### src/rtl/load_cell_adc_serial_reader_assert.svh
// assertion macros for the load cell converter serial reader
`ifndef LOAD_CELL_ADC_SERIAL_READER_ASSERT_SVH
`define LOAD_CELL_ADC_SERIAL_READER_ASSERT_SVH

// same-cycle implication, checked outside reset
`define LCADC_ASSERT_NOW(label, clk, rst_n, ante, cons) \
    label: assert property (@(posedge clk) disable iff (!rst_n) (ante) |-> (cons)) \
        else $error("lcadc check failed");

// next-cycle implication, checked outside reset
`define LCADC_ASSERT_NEXT(label, clk, rst_n, ante, cons) \
    label: assert property (@(posedge clk) disable iff (!rst_n) (ante) |=> (cons)) \
        else $error("lcadc check failed");

`endif

### src/rtl/lcadc_pkg.sv
// shared types and constants for the load cell converter serial reader
`timescale 1ns / 1ps
`default_nettype none

package lcadc_pkg;

    localparam int DATA_BITS = 24;

    // configuration register indexes
    localparam logic [1:0] REG_CHIP_TYPE   = 2'd0;
    localparam logic [1:0] REG_GAIN        = 2'd1;
    localparam logic [1:0] REG_HALF_PERIOD = 2'd2;
    localparam logic [1:0] REG_TIMEOUT     = 2'd3;

    // read status codes
    localparam logic [1:0] STATUS_NONE    = 2'd0;
    localparam logic [1:0] STATUS_DONE    = 2'd1;
    localparam logic [1:0] STATUS_TIMEOUT = 2'd2;

    typedef struct packed {
        logic req_type;
        logic data_pin_level;
    } in_item_t;

    typedef struct packed {
        logic                        serial_clock_level;
        logic [1:0]                  read_status;
        logic signed [DATA_BITS-1:0] sample_value;
    } out_item_t;

endpackage

`default_nettype wire

### src/rtl/load_cell_adc_serial_reader.sv
// load cell converter serial reader: top level with sequencer and result register
// Each input item is one tick of pin timing and produces exactly one result item
// carrying the serial clock level for that tick, a read status and the sample.
// A start request arms the reader, which waits for a falling edge on the data
// pin (conversion ready) or times out after timeout_ticks waiting ticks. It then
// drives 24 serial clock pulses of half_period_ticks per phase, sampling one bit
// MSB first on the last tick of each high phase, followed by gain_setting + 1
// gain-select pulses when chip_type is 0. The sign-extended sample is reported
// with status done on the tick that ends the last low phase.
// Throughput is one item per cycle while the output is not stalled by m_ready:
// the whole state update for a tick is one registered step of the sequencer,
// and its result lands in a single output register that is refilled in the
// same cycle it is drained. The result is valid in the cycle after acceptance.
// Configuration writes take effect the cycle after cfg_wr_en, also in the
// middle of a read, and are meant to happen while no item is in flight.
`timescale 1ns / 1ps
`default_nettype none

module load_cell_adc_serial_reader (
    input  wire                        aclk,
    input  wire                        aresetn,
    // configuration write port
    input  wire                        cfg_wr_en,
    input  wire  [1:0]                 cfg_index,
    input  wire  [31:0]                cfg_wdata,
    // tick items in
    input  wire                        s_valid,
    output logic                       s_ready,
    input  wire lcadc_pkg::in_item_t   s_data,
    // result items out
    output logic                       m_valid,
    input  wire                        m_ready,
    output lcadc_pkg::out_item_t       m_data
);

    // sequencer phase codes
    localparam logic [2:0] PH_IDLE  = 3'd0;
    localparam logic [2:0] PH_WAIT  = 3'd1;
    localparam logic [2:0] PH_HIGH  = 3'd2;
    localparam logic [2:0] PH_LOW   = 3'd3;
    localparam logic [2:0] PH_XHIGH = 3'd4;
    localparam logic [2:0] PH_XLOW  = 3'd5;

    localparam logic [4:0] BITS_TOTAL = 5'(lcadc_pkg::DATA_BITS);

    // configuration registers
    logic        chip_type_reg;
    logic [1:0]  gain_setting_reg;
    logic [15:0] half_period_reg;
    logic [31:0] timeout_reg;

    // sequencer state
    logic [2:0]                      phase_reg,      phase_next;
    logic                            prev_data_reg,  prev_data_next;
    logic [4:0]                      bit_cnt_reg,    bit_cnt_next;
    logic [lcadc_pkg::DATA_BITS-1:0] shift_reg,      shift_next;
    logic [15:0]                     phase_tmr_reg,  phase_tmr_next;
    logic [31:0]                     wait_tmr_reg,   wait_tmr_next;
    logic [1:0]                      xpulse_cnt_reg, xpulse_cnt_next;

    // result register
    logic                 m_valid_reg;
    lcadc_pkg::out_item_t m_data_reg, m_data_next;

    logic        s_fire;
    logic        finish;
    logic [15:0] half_eff;
    logic [15:0] phase_tmr_inc;
    logic        phase_end;
    logic [31:0] timeout_eff;
    logic [31:0] wait_tmr_inc;
    logic        falling_edge;

    // output slot frees up in the same cycle it is taken
    assign s_ready = !m_valid_reg || m_ready;
    assign s_fire  = s_valid && s_ready;
    assign m_valid = m_valid_reg;
    assign m_data  = m_data_reg;

    // config write, no handshake
    always_ff @(posedge aclk) begin
        if (!aresetn) begin
            chip_type_reg    <= 1'b0;
            gain_setting_reg <= 2'd0;
            half_period_reg  <= 16'd100;
            timeout_reg      <= 32'd50000000;
        end else if (cfg_wr_en) begin
            case (cfg_index)
                lcadc_pkg::REG_CHIP_TYPE:   chip_type_reg    <= cfg_wdata[0];
                lcadc_pkg::REG_GAIN:        gain_setting_reg <= cfg_wdata[1:0];
                lcadc_pkg::REG_HALF_PERIOD: half_period_reg  <= cfg_wdata[15:0];
                lcadc_pkg::REG_TIMEOUT:     timeout_reg      <= cfg_wdata;
                default: ;
            endcase
        end
    end

    // zero half period and zero timeout both behave as one
    assign half_eff      = (half_period_reg == 16'd0) ? 16'd1 : half_period_reg;
    assign timeout_eff   = (timeout_reg == 32'd0) ? 32'd1 : timeout_reg;
    assign phase_tmr_inc = phase_tmr_reg + 16'd1;
    assign phase_end     = (phase_tmr_inc >= half_eff) || (phase_tmr_inc == 16'd0);
    assign wait_tmr_inc  = wait_tmr_reg + 32'd1;
    assign falling_edge  = prev_data_reg && !s_data.data_pin_level;

    always_comb begin
        phase_next      = phase_reg;
        bit_cnt_next    = bit_cnt_reg;
        shift_next      = shift_reg;
        phase_tmr_next  = phase_tmr_reg;
        wait_tmr_next   = wait_tmr_reg;
        xpulse_cnt_next = xpulse_cnt_reg;
        prev_data_next  = s_data.data_pin_level;
        finish          = 1'b0;

        m_data_next.serial_clock_level = 1'b0;
        m_data_next.read_status        = lcadc_pkg::STATUS_NONE;
        m_data_next.sample_value       = '0;

        case (phase_reg)
            PH_IDLE: begin
                if (s_data.req_type) begin
                    phase_next    = PH_WAIT;
                    wait_tmr_next = 32'd0;
                end
            end
            PH_WAIT: begin
                // edge wins over a timeout on the same tick
                if (falling_edge) begin
                    phase_next     = PH_HIGH;
                    phase_tmr_next = 16'd0;
                    bit_cnt_next   = 5'd0;
                    shift_next     = '0;
                end else begin
                    wait_tmr_next = wait_tmr_inc;
                    if ((wait_tmr_inc >= timeout_eff) || (wait_tmr_inc == 32'd0)) begin
                        m_data_next.read_status = lcadc_pkg::STATUS_TIMEOUT;
                        phase_next              = PH_IDLE;
                        wait_tmr_next           = 32'd0;
                    end
                end
            end
            PH_HIGH: begin
                m_data_next.serial_clock_level = 1'b1;
                phase_tmr_next = phase_end ? 16'd0 : phase_tmr_inc;
                if (phase_end) begin
                    // sample at the end of the high phase, msb first
                    shift_next   = {shift_reg[lcadc_pkg::DATA_BITS-2:0],
                                    s_data.data_pin_level};
                    bit_cnt_next = bit_cnt_reg + 5'd1;
                    phase_next   = PH_LOW;
                end
            end
            PH_LOW: begin
                phase_tmr_next = phase_end ? 16'd0 : phase_tmr_inc;
                if (phase_end) begin
                    if (bit_cnt_reg < BITS_TOTAL) begin
                        phase_next = PH_HIGH;
                    end else if (!chip_type_reg) begin
                        xpulse_cnt_next = gain_setting_reg;
                        phase_next      = PH_XHIGH;
                    end else begin
                        finish = 1'b1;
                    end
                end
            end
            PH_XHIGH: begin
                m_data_next.serial_clock_level = 1'b1;
                phase_tmr_next = phase_end ? 16'd0 : phase_tmr_inc;
                if (phase_end) begin
                    phase_next = PH_XLOW;
                end
            end
            PH_XLOW: begin
                phase_tmr_next = phase_end ? 16'd0 : phase_tmr_inc;
                if (phase_end) begin
                    if (xpulse_cnt_reg == 2'd0) begin
                        finish = 1'b1;
                    end else begin
                        xpulse_cnt_next = xpulse_cnt_reg - 2'd1;
                        phase_next      = PH_XHIGH;
                    end
                end
            end
            default: begin
                phase_next = PH_IDLE;
            end
        endcase

        // report the sign-extended sample and go idle
        if (finish) begin
            m_data_next.read_status  = lcadc_pkg::STATUS_DONE;
            m_data_next.sample_value = $signed(shift_reg);
            phase_next               = PH_IDLE;
            bit_cnt_next             = 5'd0;
        end
    end

    // state advances once per accepted tick item
    always_ff @(posedge aclk) begin
        if (!aresetn) begin
            phase_reg      <= PH_IDLE;
            prev_data_reg  <= 1'b1;
            bit_cnt_reg    <= 5'd0;
            shift_reg      <= '0;
            phase_tmr_reg  <= 16'd0;
            wait_tmr_reg   <= 32'd0;
            xpulse_cnt_reg <= 2'd0;
        end else if (s_fire) begin
            phase_reg      <= phase_next;
            prev_data_reg  <= prev_data_next;
            bit_cnt_reg    <= bit_cnt_next;
            shift_reg      <= shift_next;
            phase_tmr_reg  <= phase_tmr_next;
            wait_tmr_reg   <= wait_tmr_next;
            xpulse_cnt_reg <= xpulse_cnt_next;
        end
    end

    // result register valid flag
    always_ff @(posedge aclk) begin
        if (!aresetn) begin
            m_valid_reg <= 1'b0;
        end else if (s_fire) begin
            m_valid_reg <= 1'b1;
        end else if (m_ready) begin
            m_valid_reg <= 1'b0;
        end
    end

    // result payload, no reset needed
    always_ff @(posedge aclk) begin
        if (s_fire) begin
            m_data_reg <= m_data_next;
        end
    end

    // checks on the sequencer
    `include "load_cell_adc_serial_reader_assert.svh"

    // idle and waiting never carry a partial bit count
    `LCADC_ASSERT_NOW(a_idle_cnt_clear, aclk, aresetn, (phase_reg == PH_IDLE || phase_reg == PH_WAIT), (bit_cnt_reg == 5'd0))

    // never more bits shifted than a sample holds
    `LCADC_ASSERT_NOW(a_bit_cnt_range, aclk, aresetn, 1'b1, (bit_cnt_reg <= BITS_TOTAL))

    // a finishing tick produces a done result and returns to idle
    `LCADC_ASSERT_NEXT(a_finish_result, aclk, aresetn, (s_fire && finish), (m_valid_reg && m_data_reg.read_status == lcadc_pkg::STATUS_DONE && phase_reg == PH_IDLE))

endmodule

`default_nettype wire
### config.mk
export PLATFORM = sky130hd
export DESIGN_NAME = load_cell_adc_serial_reader
export DESIGN_NICKNAME = d
export VERILOG_FILES = /design/src/rtl/lcadc_pkg.sv /design/src/rtl/load_cell_adc_serial_reader.sv
export VERILOG_INCLUDE_DIRS = /design/src /design/src/rtl
export SDC_FILE = /design/constraint.sdc
export NUM_CORES = 1
export LEC_CHECK = 0
export BUFFER_PORTS_ARGS = -buffer_cell sky130_fd_sc_hd__clkbuf_2
export CAP_MARGIN = 20
export CORE_ASPECT_RATIO = 1.75
export CORE_MARGIN = 2
export CORE_UTILIZATION = 45
export CTS_CLUSTER_DIAMETER = 30
export CTS_CLUSTER_SIZE = 16
export DETAILED_ROUTE_END_ITERATION = 12
export GPL_ROUTABILITY_DRIVEN = 0
export SKIP_LAST_GASP = 1
export SYNTH_ARGS = -nofsm -noshare
export SYNTH_HDL_FRONTEND = slang
export SYNTH_SLANG_ARGS = --single-unit
### constraint.sdc
create_clock -name aclk -period 12 [get_ports aclk]
set_input_delay 2.4 -clock aclk [delete_from_list [all_inputs] [get_ports aclk]]
set_output_delay 2.4 -clock aclk [all_outputs]
set_load 0.1 [all_outputs]
==> impl_metrics.yaml, run 1 <==
setup_path:
  slowest_delay_ns: 0.47
  crit_path_cell_trace: "clkbuf_2, nand2b_1, clkbuf_2"
  crit_fanout: 3
  cp-start-kind: "input pin"
  crit_top_cell: "clkbuf_2"
  required_ns: 9.60
  r2r_start: "wait_tmr_reg[5]$_SDFFE_PN0P_"
  path_class: "input pin to output pin"
  worstRegToRegCells: 16
  r2r-end: "wait_tmr_reg[9]$_SDFFE_PN0P_"
  cp_slowest_cell: "clkbuf_2"
  arrival_ns: 3.06
  end_kind: "output pin"
  reg2reg_slack_ns: 6.86
yosys:
  synth_top_area_share_pct: 30.6
  yosys.area_share.simple_pct: 21.5
  synth_top_family_by_area: "simple AND/OR/NAND/NOR gates"
  synth_seq_area_share_pct: 39.8
  synth_area_um2: 8830
  synth_seq_cells: 162
  syn_avg_cell_area_um2: 8.76
  synth_mux_area_share_pct: 1.60
  async_flop_share_pct: 0
  synth_top_area_cell: "dfxtp_1"
  synthTopCellsByArea: "dfxtp_1, edfxtp_1, ha_1"
  synth-compound-area-share_pct: 18.3
  synth_edf_count: 27
  synth_fp_nets: 1105
  synth_xor_area_share_pct: 5.05
  ys_types: 73
  syn_inst: 1008
  yosysWarnings: 0
  post_synth_fa_ha_maj_area_fraction_pct: 7.94
  synth-main-ff-cell: "dfxtp_1"
floorplan:
  fp.coreArea_um2: 19200
  die_area_um2: 20800
  die_w_um: 110
  start_util_pct: 46.0
  ios: 70
  die_height_um: 189
  rows: 67
power:
  powerDensity_nw_per_um2: 122
  p_leak_nw: 4.05
  vdd_drop_max_uv: 93.0
clocking:
  clkSlewWorstSetupHoldPaths_ns: 0.06
  cts.sinks: 162
  cts_setup_buffers: 0
  ctsResizeCount: 0
  hold_buffers: 0
  ctsHtreeMaxLevel: 4
  cts_buffers: 17
  cts_tree: "yes"
  clk_latency_ns: 0.44
  cts-root-buf: "clkbuf_16"
  cts_buffer_depth: 2
place:
  dpl.hpwl_um: 16800
  placed_cell_area_um2: 9240
  pre_cts_ws_ns: 6.46
  io_buffers: 69
timing:
  fin_setup_tns_ns: 0
  tightest_slew_ns: 0.955
  max_freq_mhz: 183
  setup_viol: 0
  maxSlewHeadroom_pct: 35.7
  drv_slew: 0
  skew_ns: 0.00939
  period_minus_slack_ns: 5.46
  rsz0062_at_grt: "false"
  period_share_pct: 45.5
  setup_ws_ns: 6.54
  hold_violations: 0
final_layout:
  nFillCells: 1840
  seq_area_um2: 3510
  multi_input_comb_area_um2: 4800
  finish.instance_area_um2: 9830
  area_delta_synth_final_pct: 11.4
  diodes: 0
  fin_nets: 1141
  drive_gt1_share_pct: 12.1
routing:
  wire_per_inst_um: 17.2
  wirelength_um: 22300
  drc_errors: 0
  ant_nets: 0
  vias_per_cell: 5.62
  num_vias: 7295
  drt_iter0_markers: 312
  first_pass_iters: 4
hold_path:
  hold_end: "half_period_reg[0]$_SDFFE_PN0P_"
  min_path_cells: 2
  holdCritPathClass: "flip-flop to flip-flop"
  hold_path.startpoint: "half_period_reg[0]$_SDFFE_PN0P_"
global_route:
  antenna_found_initial: 0
  grt_max_degree: 65
  grt_pass1_vias: 7121
  grt_pass1_wl_um: 36300
  grt.total_usage_pct: 22.6
  grt_remaining_overflow: 0
status:
  status: "finished, final reports clean"
flow_run:
  cap_viol_max_count: 0
synth_stat cells (11+ instances only):
cell type and number:
a31oi_1 19, nand3_1 25, a22oi_1 13, ha_1 56, clkbuf_1 37, nand2_1 132, dfxtp_1 135, a22o_1 38
nand4_1 22, a21oi_1 60, mux2i_1 13, buf_2 11, xor2_1 19, inv_1 65, edfxtp_1 27, nor2_1 56
o211ai_1 16, nor4_1 22, and2_1 27, nor3_1 15, xnor2_1 30, a21o_1 15, o21ai_0 25
worst max path at each step:
| stage | start | to | slack [ns] | cells past startpoint |
|---|---|---|---|---|
| floorplan | m_ready | s_ready | 6.42 | 1 |
| global placement | m_ready | s_ready | 6.53 | 3 |
| detailed placement | m_ready | shift_reg[4]$_SDFFE_PN0P_ | 6.46 | 9 |
| CTS | m_ready | s_ready | 6.54 | 3 |
| global route | wait_tmr_reg[0]$_SDFFE_PN0P_ | wait_tmr_reg[9]$_SDFFE_PN0P_ | 6.33 | 19 |
| finish | m_ready | s_ready | 6.54 | 3 |
per-layer routing:
metal | GRT usage, % | wire length (um) | vias up
met2 | 42.1 | 12400 | 110
met1 | 24.2 | 8580 | 3452
li1 | - | - | 3695
met3 | 3.89 | 609 | 38
met4 | 9.79 | 731 | 0
met5 | 0 | 0 | -
kinds of logic (layout without fill, tap and decap cells):
| family | count (synthesis) | count (layout) |
|---|---|---|
| XOR/XNOR | 50 | 50 |
| AND/OR/NAND/NOR | 370 | 370 |
| multiplexers | 14 | 14 |
| adder cells (fa/ha/maj) | 56 | 56 |
| AO/OA/AOI/OAI | 231 | 231 |
| buffers and inverters | 125 | 174 |
| flip-flops | 162 | 162 |
power breakdown:
part	leakage (nW)	internal (W)	total (W)	switching [W]
clock network	0.269	0.000289	0.000525	0.000236
logic	2.42	0.0000254	0.000105	0.0000796
registers	1.36	0.000564	0.000572	0.00000848
total	4.05	0.000878	0.00120	0.000324
critical path, delay by kind of cell:
kind	cells	cell delay (ns)
simple gates	1	0.12
buf+inv	2	0.54
layout make-up:
type | count | area share (%)
timing repair buffer | 76 | 4.22
sequential | 162 | 35.7
multi-input combinational | 721 | 48.8
inverter | 66 | 2.52
tap | 241 | 3.07
clock inverter | 14 | 1.32
clock buffer | 18 | 4.36
per-stage QoR:
step | cells | hold WS [ns] | util [%] | total power (W)
final | 1298 | 0.460 | 51.2 | 0.00120
after CTS | 1296 | 0.459 | 51.1 | 0.00121
after global routing | 1298 | 0.493 | 51.2 | 0.00125
after detailed placement | 1264 | 0.450 | 48.1 | 0.000689
after floorplan | 1008 | 0.433 | - | 0.000661
after global placement | 1264 | 0.446 | 48.1 | 0.000689
layout by cell type (no fill, tap or decap), types with 5 or more instances in the layout:
| cell | instances |
|---|---|
| nor3_1 | 15 |
| a21o_1 | 15 |
| nand4_1 | 22 |
| a22oi_1 | 13 |
| edfxtp_1 | 27 |
| nor2_1 | 56 |
| or2_2 | 8 |
| dfxtp_1 | 135 |
| a21oi_1 | 60 |
| and3_1 | 10 |
| inv_1 | 65 |
| a211oi_1 | 7 |
| a22o_1 | 38 |
| xnor2_1 | 30 |
| nor4_1 | 22 |
| ha_1 | 56 |
| inv_6 | 5 |
| nand3_1 | 25 |
| o21ai_0 | 25 |
| clkbuf_16 | 17 |
| clkbuf_2 | 69 |
| nand2_1 | 132 |
| xor2_1 | 19 |
| a31oi_1 | 19 |
| and4_1 | 10 |
| o211ai_1 | 16 |
| nand2b_1 | 8 |
| buf_4 | 5 |
| mux2i_1 | 13 |
| and2_1 | 27 |
| nor2b_1 | 7 |
(Power assumes the default switching activity.)
==> inputs of run 2 (changes only) <==
clock period = 5.1 ns   (was 12 ns; I/O delays follow)
==> impl_metrics.yaml, run 2 (synthesis gave the netlist of run 1 again) <==
status:
  status: "finished, final reports clean"
floorplan:
  fp.coreArea_um2: 19200
  ios: 70
  start_util_pct: 46.0
  die_height_um: 189
  die_w_um: 110
  die_area_um2: 20800
  rows: 67
global_route:
  grt.total_usage_pct: 22.9
  grt_pass1_vias: 7110
  antenna_found_initial: 0
  met3_usage_pct: 2.89
  grt.met1_usage_pct: 25.5
  met2_usage_pct: 42.6
  grt_max_degree: 57
  grt_remaining_overflow: 0
  grt_busiest_layer: "met2"
  grt_pass1_wl_um: 36800
routing:
  wire_per_inst_um: 17.4
  first_pass_iters: 5
  drc_errors: 0
  wirelength_um: 22700
  vias_per_cell: 5.62
  num_vias: 7347
  ant_nets: 0
  drt_iter0_markers: 399
clocking:
  clkSlewWorstSetupHoldPaths_ns: 0.06
  cts_tree: "yes"
  clk_latency_ns: 0.43
  cts_buffers: 17
  cts_buffer_depth: 2
  cts.sinks: 162
  cts_setup_buffers: 0
  cts-root-buf: "clkbuf_16"
  ctsHtreeMaxLevel: 4
final_layout:
  final_util_pct: 51.7
  final_cell_mix: "dfxtp_1, nand2_1, clkbuf_2, inv_1, a21oi_1"
  drive_gt1_share_pct: 13.2
  diodes: 0
  final_common_cell: "dfxtp_1"
  area_delta_synth_final_pct: 12.5
  fin_nets: 1150
  nFillCells: 1805
timing:
  maxSlewHeadroom_pct: 41.3
  setup_viol: 0
  max_freq_mhz: 217
  hold_violations: 0
  rsz0062_at_grt: "false"
  drv_slew: 0
  period_share_pct: 90.6
  period_minus_slack_ns: 4.62
  skew_ns: 0.0104
  tightest_slew_ns: 0.878
  fin_setup_tns_ns: 0
setup_path:
  arrival_ns: 4.96
  crit_fanout: 29
  required_ns: 5.44
  crit_path_cell_trace: "ha_2, and4_1, nand3_1, nor2_1, nand3_1, nor2_1, nand3_1, xnor2_1, ha_1, nand4_1, or3_1, nor2_1, o21ai_0, a31oi_1, or3_1, nor3_4, buf_4, o21ai_0, a31oi_1"
  slowest_delay_ns: 0.50
  crit_buf_inv: 1
  end_kind: "flip-flop"
  cp_slowest_cell: "or3_1"
  path_class: "flip-flop to flip-flop"
  cp_top_family: "simple AND/OR/NAND/NOR gates"
  cp-start-kind: "flip-flop"
place:
  dpl.hpwl_um: 17100
  io_buffers: 69
power:
  vdd_drop_max_uv: 249
  p_leak_nw: 4.10
  powerDensity_nw_per_um2: 292
hold_path:
  holdCritPathClass: "flip-flop to flip-flop"
flow_run:
  cap_viol_max_count: 0
-- run 2: cell types whose count changed in the layout (fill, tap and decap cells not counted), sizes merged --
cell and change:
buf +9, bufinv +1, clkbuf -1, clkinv -1, clkinvlp +2, inv -1
-- run 2: area by class of cell --
cell class / count / area (um2) / share of cell area, %
sequential: 162 / 3510 / 35.4
tap: 241 / 302 / 3.04
clock inverter: 15 / 178 / 1.79
multi-input combinational: 721 / 4800 / 48.3
clock buffer: 17 / 425 / 4.28
inverter: 66 / 248 / 2.49
timing repair buffer: 85 / 465 / 4.69
-- run 2: path summary, 6_finish.rpt --
kind	from	endpoint	slack, ns	depth (start not counted)
max	wait_tmr_reg[0]$_SDFFE_PN0P_	wait_tmr_reg[8]$_SDFFE_PN0P_	0.48	19
min	prev_data_reg$_SDFFE_PN1P_	prev_data_reg$_SDFFE_PN1P_	0.47	2
min reg2reg	prev_data_reg$_SDFFE_PN1P_	prev_data_reg$_SDFFE_PN1P_	0.47	2
max reg2reg	wait_tmr_reg[0]$_SDFFE_PN0P_	wait_tmr_reg[8]$_SDFFE_PN0P_	0.48	19
-- run 2: power breakdown --
part / internal (W) / leakage, nW / total [W] / switching, W
Clock: 0.000737 / 0.283 / 0.00131 / 0.000573
Combinational: 0.0000586 / 2.46 / 0.000245 / 0.000187
Sequential: 0.00133 / 1.36 / 0.00135 / 0.0000200
Total: 0.00212 / 4.10 / 0.00290 / 0.000780
-- run 2: timing repair --
action	CTS	global route
gates resized for setup	0	1
endpoints found under the setup margin	0	1
hold buffers	0	0
-- run 2: through the flow --
stage                     instance area (um2)  total power (W)  setup WS, ns  instances  hold slack (ns)
after floorplan                          8830          0.00155         0.943       1008            0.433
after global placement                   9330          0.00162         0.664       1275            0.445
after detailed placement                 9330          0.00162         0.517       1275            0.457
after CTS                                9930          0.00292         0.453       1307            0.472
after global routing                     9930          0.00300        0.0592       1307            0.496
final                                    9930          0.00290         0.482       1307            0.468
-- run 2: worst reg2reg max path: cells and delay by family, from the launching register on --
family | cells | cell delay [ns]
compound gates | 4 | 0.44
xor+xnor | 1 | 0.22
fa+ha+maj | 2 | 0.62
buf+inv | 1 | 0.34
flops | 1 | 0.49
simple gates | 11 | 2.40
-- run 2: per-layer routing --
metal / up-vias / wire length [um]
li1: 3702 / -
met1: 3485 / 8810
met2: 126 / 12800
met3: 34 / 447
met4: 0 / 677
met5: - / 0
